[config.mk]
export PLATFORM = sky130hd
export DESIGN_NAME = packet_frame_parser_crc32
export DESIGN_NICKNAME = d
export VERILOG_FILES = /design/src/hdl/pfp_pkg.sv /design/src/hdl/pfp_crc32.sv /design/src/hdl/pfp_core.sv /design/src/hdl/packet_frame_parser_crc32.sv
export SDC_FILE = /design/constraint.sdc
export NUM_CORES = 1
export LEC_CHECK = 0
export BUFFER_PORTS_ARGS = -buffer_cell sky130_fd_sc_hd__buf_2
export CORE_ASPECT_RATIO = 0.8
export CORE_UTILIZATION = 40
export CTS_CLUSTER_SIZE = 8
export DETAILED_ROUTE_END_ITERATION = 10
export GPL_TIMING_DRIVEN = 0
export HOLD_SLACK_MARGIN = 0.06
export PLACE_DENSITY_LB_ADDON = 0.1
export SYNTH_ARGS = -nofsm -noshare
export SYNTH_HDL_FRONTEND = slang
export SYNTH_SLANG_ARGS = --single-unit
export TNS_END_PERCENT = 50
[constraint.sdc]
create_clock -name clk -period 14.05 [get_ports clk]
set_clock_uncertainty 0.15 [all_clocks]
set_input_delay 2.1075 -clock clk [delete_from_list [all_inputs] [get_ports clk]]
set_output_delay 2.1075 -clock clk [all_outputs]
set_load 0.005 [all_outputs]
[src/hdl/pfp_pkg.sv]
`default_nettype none

package pfp_pkg;

  localparam logic [7:0]  SYNC_BYTE = 8'h31;
  localparam logic [31:0] CRC_INIT  = 32'hFFFF_FFFF;
  localparam logic [31:0] CRC_POLY  = 32'h04C1_1DB7;

  localparam logic [1:0] STAT_IDLE = 2'd0;
  localparam logic [1:0] STAT_GOOD = 2'd1;
  localparam logic [1:0] STAT_BAD  = 2'd2;

  typedef logic [31:0] crc_tab_t [32];

  // CRC of a word holding a single set bit, zero start; the update is linear
  function automatic crc_tab_t crc_cols();
    crc_tab_t    t;
    logic [31:0] c;
    for (int i = 0; i < 32; i++) begin
      c = 32'h1 << i;
      for (int b = 0; b < 32; b++) begin
        c = c[31] ? ((c << 1) ^ CRC_POLY) : (c << 1);
      end
      t[i] = c;
    end
    return t;
  endfunction

  localparam crc_tab_t CRC_COL = crc_cols();

  typedef struct packed {
    logic [1:0]  status;
    logic        payload_valid;
    logic [7:0]  payload_byte;
    logic [7:0]  payload_index;
    logic [31:0] seq_num;
    logic [31:0] packet_reason;
    logic [7:0]  payload_length;
  } result_t;

endpackage

`default_nettype wire

[src/hdl/pfp_crc32.sv]
`default_nettype none

module pfp_crc32 (
  input  wire logic [31:0] crc_in,
  input  wire logic [31:0] word,
  output logic      [31:0] crc_out
);

  logic [31:0] d;

  assign d = crc_in ^ word;

  always_comb begin
    crc_out = '0;
    for (int i = 0; i < 32; i++) begin
      if (d[i]) begin
        crc_out = crc_out ^ pfp_pkg::CRC_COL[i];
      end
    end
  end

endmodule

`default_nettype wire

[src/hdl/pfp_core.sv]
`default_nettype none

module pfp_core (
  input  wire logic            clk,
  input  wire logic            rst_n,
  input  wire logic            take,
  input  wire logic [7:0]      in_byte,
  output pfp_pkg::result_t     res
);

  typedef enum logic [2:0] {
    PH_HUNT    = 3'd0,
    PH_SEQ     = 3'd1,
    PH_REASON  = 3'd2,
    PH_LEN     = 3'd3,
    PH_PAYLOAD = 3'd4,
    PH_CRC     = 3'd5
  } phase_t;

  phase_t      phase_r,  phase_nxt;
  logic [1:0]  wbc_r,    wbc_nxt;
  logic [31:0] acc_r,    acc_nxt;
  logic [31:0] crc_r,    crc_nxt;
  logic [31:0] seq_r,    seq_nxt;
  logic [31:0] rsn_r,    rsn_nxt;
  logic [7:0]  len_r,    len_nxt;
  logic [7:0]  prog_r,   prog_nxt;
  logic [31:0] rcrc_r,   rcrc_nxt;

  logic [31:0] byte_sh;
  logic [31:0] acc_ins;
  logic [31:0] crc_upd;
  logic [7:0]  prog_inc;

  assign byte_sh  = {24'd0, in_byte} << {prog_r[1:0], 3'b000};
  assign acc_ins  = acc_r | ({24'd0, in_byte} << {wbc_r, 3'b000});
  assign prog_inc = prog_r + 8'd1;

  pfp_crc32 u_crc (
    .crc_in  (crc_r),
    .word    (acc_ins),
    .crc_out (crc_upd)
  );

  always_comb begin
    phase_nxt = phase_r;
    wbc_nxt   = wbc_r;
    acc_nxt   = acc_r;
    crc_nxt   = crc_r;
    seq_nxt   = seq_r;
    rsn_nxt   = rsn_r;
    len_nxt   = len_r;
    prog_nxt  = prog_r;
    rcrc_nxt  = rcrc_r;
    res       = '0;
    res.status = pfp_pkg::STAT_IDLE;

    // byte into the CRC word; update on a full word
    if (phase_r == PH_SEQ || phase_r == PH_REASON || phase_r == PH_LEN ||
        phase_r == PH_PAYLOAD) begin
      wbc_nxt = wbc_r + 2'd1;
      if (wbc_r == 2'd3) begin
        crc_nxt = crc_upd;
        acc_nxt = '0;
      end else begin
        acc_nxt = acc_ins;
      end
    end

    unique case (phase_r)
      PH_SEQ: begin
        seq_nxt  = seq_r | byte_sh;
        prog_nxt = prog_inc;
        if (prog_inc >= 8'd4) begin
          prog_nxt  = '0;
          phase_nxt = PH_REASON;
        end
      end
      PH_REASON: begin
        rsn_nxt  = rsn_r | byte_sh;
        prog_nxt = prog_inc;
        if (prog_inc >= 8'd4) begin
          prog_nxt  = '0;
          phase_nxt = PH_LEN;
        end
      end
      PH_LEN: begin
        len_nxt  = in_byte;
        prog_nxt = '0;
        if (in_byte == 8'd0) begin
          crc_nxt   = crc_upd;
          acc_nxt   = '0;
          wbc_nxt   = '0;
          phase_nxt = PH_CRC;
        end else begin
          phase_nxt = PH_PAYLOAD;
        end
      end
      PH_PAYLOAD: begin
        res.payload_valid = 1'b1;
        res.payload_byte  = in_byte;
        res.payload_index = prog_r;
        prog_nxt = prog_inc;
        if (prog_inc >= len_r) begin
          crc_nxt   = crc_upd;
          acc_nxt   = '0;
          wbc_nxt   = '0;
          prog_nxt  = '0;
          phase_nxt = PH_CRC;
        end
      end
      PH_CRC: begin
        rcrc_nxt = rcrc_r | byte_sh;
        prog_nxt = prog_inc;
        if (prog_inc >= 8'd4) begin
          res.status = (rcrc_nxt == crc_r) ? pfp_pkg::STAT_GOOD : pfp_pkg::STAT_BAD;
          prog_nxt   = '0;
          phase_nxt  = PH_HUNT;
        end
      end
      default: begin
        phase_nxt = PH_HUNT;
        if (in_byte == pfp_pkg::SYNC_BYTE) begin
          crc_nxt   = pfp_pkg::CRC_INIT;
          acc_nxt   = {24'd0, in_byte};
          wbc_nxt   = 2'd1;
          seq_nxt   = '0;
          rsn_nxt   = '0;
          len_nxt   = '0;
          prog_nxt  = '0;
          rcrc_nxt  = '0;
          phase_nxt = PH_SEQ;
        end
      end
    endcase

    res.seq_num        = seq_nxt;
    res.packet_reason  = rsn_nxt;
    res.payload_length = len_nxt;
  end

  always_ff @(posedge clk) begin
    if (!rst_n) begin
      phase_r <= PH_HUNT;
      wbc_r   <= '0;
      acc_r   <= '0;
      crc_r   <= pfp_pkg::CRC_INIT;
      seq_r   <= '0;
      rsn_r   <= '0;
      len_r   <= '0;
      prog_r  <= '0;
      rcrc_r  <= '0;
    end else if (take) begin
      phase_r <= phase_nxt;
      wbc_r   <= wbc_nxt;
      acc_r   <= acc_nxt;
      crc_r   <= crc_nxt;
      seq_r   <= seq_nxt;
      rsn_r   <= rsn_nxt;
      len_r   <= len_nxt;
      prog_r  <= prog_nxt;
      rcrc_r  <= rcrc_nxt;
    end
  end

endmodule

`default_nettype wire

[src/hdl/packet_frame_parser_crc32.sv]
`default_nettype none

// Channel  Direction  Handshake           Payload
// in_      input      in_valid/in_stall   in_byte
// out_     output     out_valid/out_stall status, payload fields, header fields
//
// One item per cycle unless stalled; its result appears in the next cycle.
// Parser state and the CRC-32 word update sit in front of one output register.
// rst_n is synchronous; reset returns the parser to sync hunting.
// The input stalls only while the output register holds an untaken result
// and out_stall is high.

module packet_frame_parser_crc32 (
  input  wire logic        clk,
  input  wire logic        rst_n,
  input  wire logic        in_valid,
  output logic             in_stall,
  input  wire logic [7:0]  in_byte,
  output logic             out_valid,
  input  wire logic        out_stall,
  output logic [1:0]       out_status,
  output logic             out_payload_valid,
  output logic [7:0]       out_payload_byte,
  output logic [7:0]       out_payload_index,
  output logic [31:0]      out_seq_num,
  output logic [31:0]      out_packet_reason,
  output logic [7:0]       out_payload_length
);

  logic             take;
  logic             out_valid_r;
  pfp_pkg::result_t res;
  pfp_pkg::result_t res_r;

  assign in_stall = out_valid_r & out_stall;
  assign take     = in_valid & ~in_stall;

  pfp_core u_core (
    .clk     (clk),
    .rst_n   (rst_n),
    .take    (take),
    .in_byte (in_byte),
    .res     (res)
  );

  always_ff @(posedge clk) begin
    if (!rst_n) begin
      out_valid_r <= 1'b0;
    end else if (take) begin
      out_valid_r <= 1'b1;
    end else if (!out_stall) begin
      out_valid_r <= 1'b0;
    end
  end

  always_ff @(posedge clk) begin
    if (take) begin
      res_r <= res;
    end
  end

  assign out_valid           = out_valid_r;
  assign out_status          = res_r.status;
  assign out_payload_valid   = res_r.payload_valid;
  assign out_payload_byte    = res_r.payload_byte;
  assign out_payload_index   = res_r.payload_index;
  assign out_seq_num         = res_r.seq_num;
  assign out_packet_reason   = res_r.packet_reason;
  assign out_payload_length  = res_r.payload_length;

endmodule

`default_nettype wire

==> run metrics <==
result of the run complete, no violations; post-route ant nets 0; routed wire length 48,900 um; detailed placer's ending HPWL 36,400 um; post-synthesis async set-or-reset flop share 0%; post-DR vias/cell 5.55; total number of H-tree levels 2; EDFF count, synth 91; clock network fraction of design power 45.4%; net switching power 0.491 mW; post-CTS setup buffer count 0; Initial Utilization 41.1%; I/O pin count 105; WP buf/inv 3; Post-synth top flop sky130_fd_sc_hd__dfxtp_1; sum of overflow across all layers after global routing 0; root buf cell sky130_fd_sc_hd__clkbuf_16; startpoint type of the worst setup path input pin; all-layer global routing usage 25.8%; category of the critical setup timing path in -> reg; Comb pwr share 11.5%; crit path max-delay cell type sky130_fd_sc_hd__clkbuf_1; setup repair after global routing missed its margin false; register share of total power 43.1%; count of endpoints failing hold in the final timing report 0; gpl congestion 0.965; Tmin final 5.45 ns; internal reg-to-reg setup slack 9.04 ns; cts bufs inserted 40; family with the most delay on the worst path simple AND/OR/NAND/NOR gates; IR Drop Worst-Case VDD 83.1 uV; total number of yosys warnings 0; max-capacitance violation count 0; Max Slew Vio Count 0; vias in the first global route 11,600; category of the worst setup path capture point flip-flop; most used cells in the layout excluding fill and tap cells sky130_fd_sc_hd__dfxtp_1 (182), sky130_fd_sc_hd__nor2_1 (179), sky130_fd_sc_hd__xnor2_1 (162), sky130_fd_sc_hd__clkbuf_1 (137), sky130_fd_sc_hd__a21oi_1 (113); accumulated negative setup slack 0 ns; switching fraction of total power 25.3%; R2R cell count 13; first-pass GRT wire length 73,400 um; cell-internal power 1.45 mW; TritonCTS clock tree done; WHS Endpoint u_core.rsn_r[29]; Max stage delay on crit path 0.75 ns; most prevalent standard cell on the critical path sky130_fd_sc_hd__clkbuf_1; maximum buffer depth of the clock tree 3; total standard cell area after synthesis 14,900 sq um; unique cell type count in the Yosys netlist 67; vias after detailed routing 12,200; RR Startpoint u_core.prog_r[0]; areal power density over the cells 113 nW/um^2; kind of path behind the tightest hold check reg -> reg; required time worst endpoint 14.17 ns; final core utilization 47.3%; violation count after the first detailed-route iteration 1,172; number of gates resized after CTS 0; Yosys reg bits 273; Crit Reg-Reg Endpoint u_core.acc_r[11]; cell depth of the worst hold path 2; first-pass iteration count of the detailed router 7; share of layout cells above drive strength 1 12.3%; beginning of the worst hold path u_core.rsn_r[29]; Die H 175 um; clock transition time at the flip-flop clock pins of the worst setup and hold paths 0.05 ns; hold-fix buffer count after cts 0; count of clock tree sinks 273; leakage power 6.35 nW; post-synthesis sequential area ratio 42.7%; largest driver fanout on the critical path 10; final critical-path share of the clock period 38.8%; Final #Nets 1,719; DIE AREA 38,200 sq um; number of placement rows 62; antenna violations before repair 0; post-detailed-route wirelength per cell 22.2 um; Die Wd 218 um; Core Footprint 36,400 sq um; total DRC errors in the routed layout 0; worst path arrival time 5.57 ns; worst-margin pin slew 1.16 ns; Max Clock Freq 184 MHz; Layout area overhead 15.2%; maximum number of pins on one net before global-route repair 59; most common cell after layout, fill and taps aside sky130_fd_sc_hd__dfxtp_1; syn_area_per_cell 9.63 sq um; Setup-failing EPs final 0; critical path cell sequence clkbuf_1 > clkbuf_1 > and2_1 > clkbuf_1 > nor2_1 > xnor2_1 > nor4_1 > nand4_1 > nor2_1 > nor3b_1; synthesized netlist net count 1,577; Slew Limit Headroom 22.4%; number of standard cells after synthesis 1,553; Clock Latency Late Sink 0.55 ns; number of buffers inserted by port buffering 98
## cells in the mapped netlist, types with 6 or more instances
master	n	share of area, %
sky130_fd_sc_hd__dfxtp_1	182	24
sky130_fd_sc_hd__nor2_1	179	4.5
sky130_fd_sc_hd__xnor2_1	162	9.5
sky130_fd_sc_hd__clkbuf_1	115	2.9
sky130_fd_sc_hd__a21oi_1	113	3.8
sky130_fd_sc_hd__edfxtp_1	91	18
sky130_fd_sc_hd__nor2b_1	84	3.5
sky130_fd_sc_hd__a22oi_1	77	3.9
sky130_fd_sc_hd__xor2_1	66	3.9
sky130_fd_sc_hd__nand2_1	61	1.5
sky130_fd_sc_hd__and2_1	47	2.0
sky130_fd_sc_hd__a22o_1	41	2.4
sky130_fd_sc_hd__o21ai_0	30	1.0
sky130_fd_sc_hd__and3_1	24	1.0
sky130_fd_sc_hd__nor3_1	24	0.80
sky130_fd_sc_hd__nand3_1	18	0.60
sky130_fd_sc_hd__a21boi_0	13	0.65
sky130_fd_sc_hd__ha_1	12	1.0
sky130_fd_sc_hd__inv_1	12	0.30
sky130_fd_sc_hd__xnor2_2	12	1.3
sky130_fd_sc_hd__a31oi_1	11	0.46
sky130_fd_sc_hd__xnor3_1	11	1.7
sky130_fd_sc_hd__or2_2	10	0.42
sky130_fd_sc_hd__and3b_1	9	0.53
sky130_fd_sc_hd__nand4b_1	9	0.53
sky130_fd_sc_hd__nor4_1	9	0.38
sky130_fd_sc_hd__o22ai_1	9	0.38
sky130_fd_sc_hd__a21o_1	7	0.35
sky130_fd_sc_hd__buf_2	7	0.23
sky130_fd_sc_hd__a221oi_4	6	1.1
## power by group through the flow
stage                     Clock (mW)  Sequential (mW)  Combinational [mW]
after detailed placement           0            0.852               0.219
after global placement             0            0.854               0.218
after floorplan                    0            0.853               0.149
after CTS                      0.895            0.836               0.220
final                          0.881            0.836               0.222
after global routing           0.931            0.836               0.235
## per-layer routing
| layer | routed length [um] | share of wire (%) | track usage [%] | vias up |
|---|---|---|---|---|
| met5 | 0 | 0 | 0 | - |
| met3 | 3570 | 7.3 | 5.12 | 65 |
| met1 | 23700 | 49 | 38.5 | 5968 |
| met2 | 20600 | 42 | 37.7 | 469 |
| li1 | - | - | - | 5704 |
| met4 | 925 | 1.9 | 6.24 | 0 |
## worst max-delay path by stage
stage               cells past startpoint  slack, ns  startpoint              end
finish                                 10       8.60  in_byte[6]    out_status[0]
global route                           10       8.46  in_byte[6]    out_status[0]
CTS                                    10       8.70  in_byte[6]    out_status[0]
detailed placement                     10       8.18  in_byte[6]    out_status[0]
floorplan                               8       7.80   out_stall  u_core.wbc_r[1]
global placement                        9       5.59   out_stall  u_core.wbc_r[1]
## worst register-to-register path, delay by kind of cell (launching register included)
kind | cells | cell delay, ns
simple gates | 3 | 0.70
xor+xnor | 1 | 0.24
compound gates | 5 | 1.93
flops | 1 | 0.70
buf+inv | 2 | 0.65
fa+ha+maj | 2 | 0.53
## through the flow
step                      cells  power (mW)  worst slack (ns)  hold slack [ns]  instance area [sq um]
after CTS                  2199        1.95              8.70            0.317                  17200
final                      2201        1.94              8.60            0.314                  17200
after global routing       2199        2.00              8.46            0.334                  17200
after detailed placement   2133        1.07              8.18            0.304                  16100
after global placement     2131        1.07              5.59            0.298                  16000
after floorplan            1553        1.00              7.80            0.287                  14900
## sequential cells by signal (all words and copies together) (netlist names), 32 cells and up
register / count
u_core.acc_r: 32
out_packet_reason: 32
out_seq_num: 32
u_core.crc_r: 32
u_core.rsn_r: 32
u_core.rcrc_r: 32
u_core.seq_r: 32
## cells by family after synthesis
group | count (synthesis) | synth area share, %
fa+ha+maj | 13 | 1.07
xor+xnor | 262 | 17.9
buf+inv | 142 | 3.83
mux | 1 | 0.0670
compound gates | 357 | 17.1
simple gates | 505 | 17.4
flops | 273 | 42.7
## layout make-up
class                   instances  area (sq um)
fillers                      3535         19200
multi-input cells            1138          8010
flip-flops and latches        273          6380
clock buffers                  63          1090
well taps                     480           601
repair buffers                100           528
plain buffers                 129           527
inverters                      13          48.8
clock inverters                 3          33.8
diodes                          2          5.00
Power figures use the tool's default switching activity.
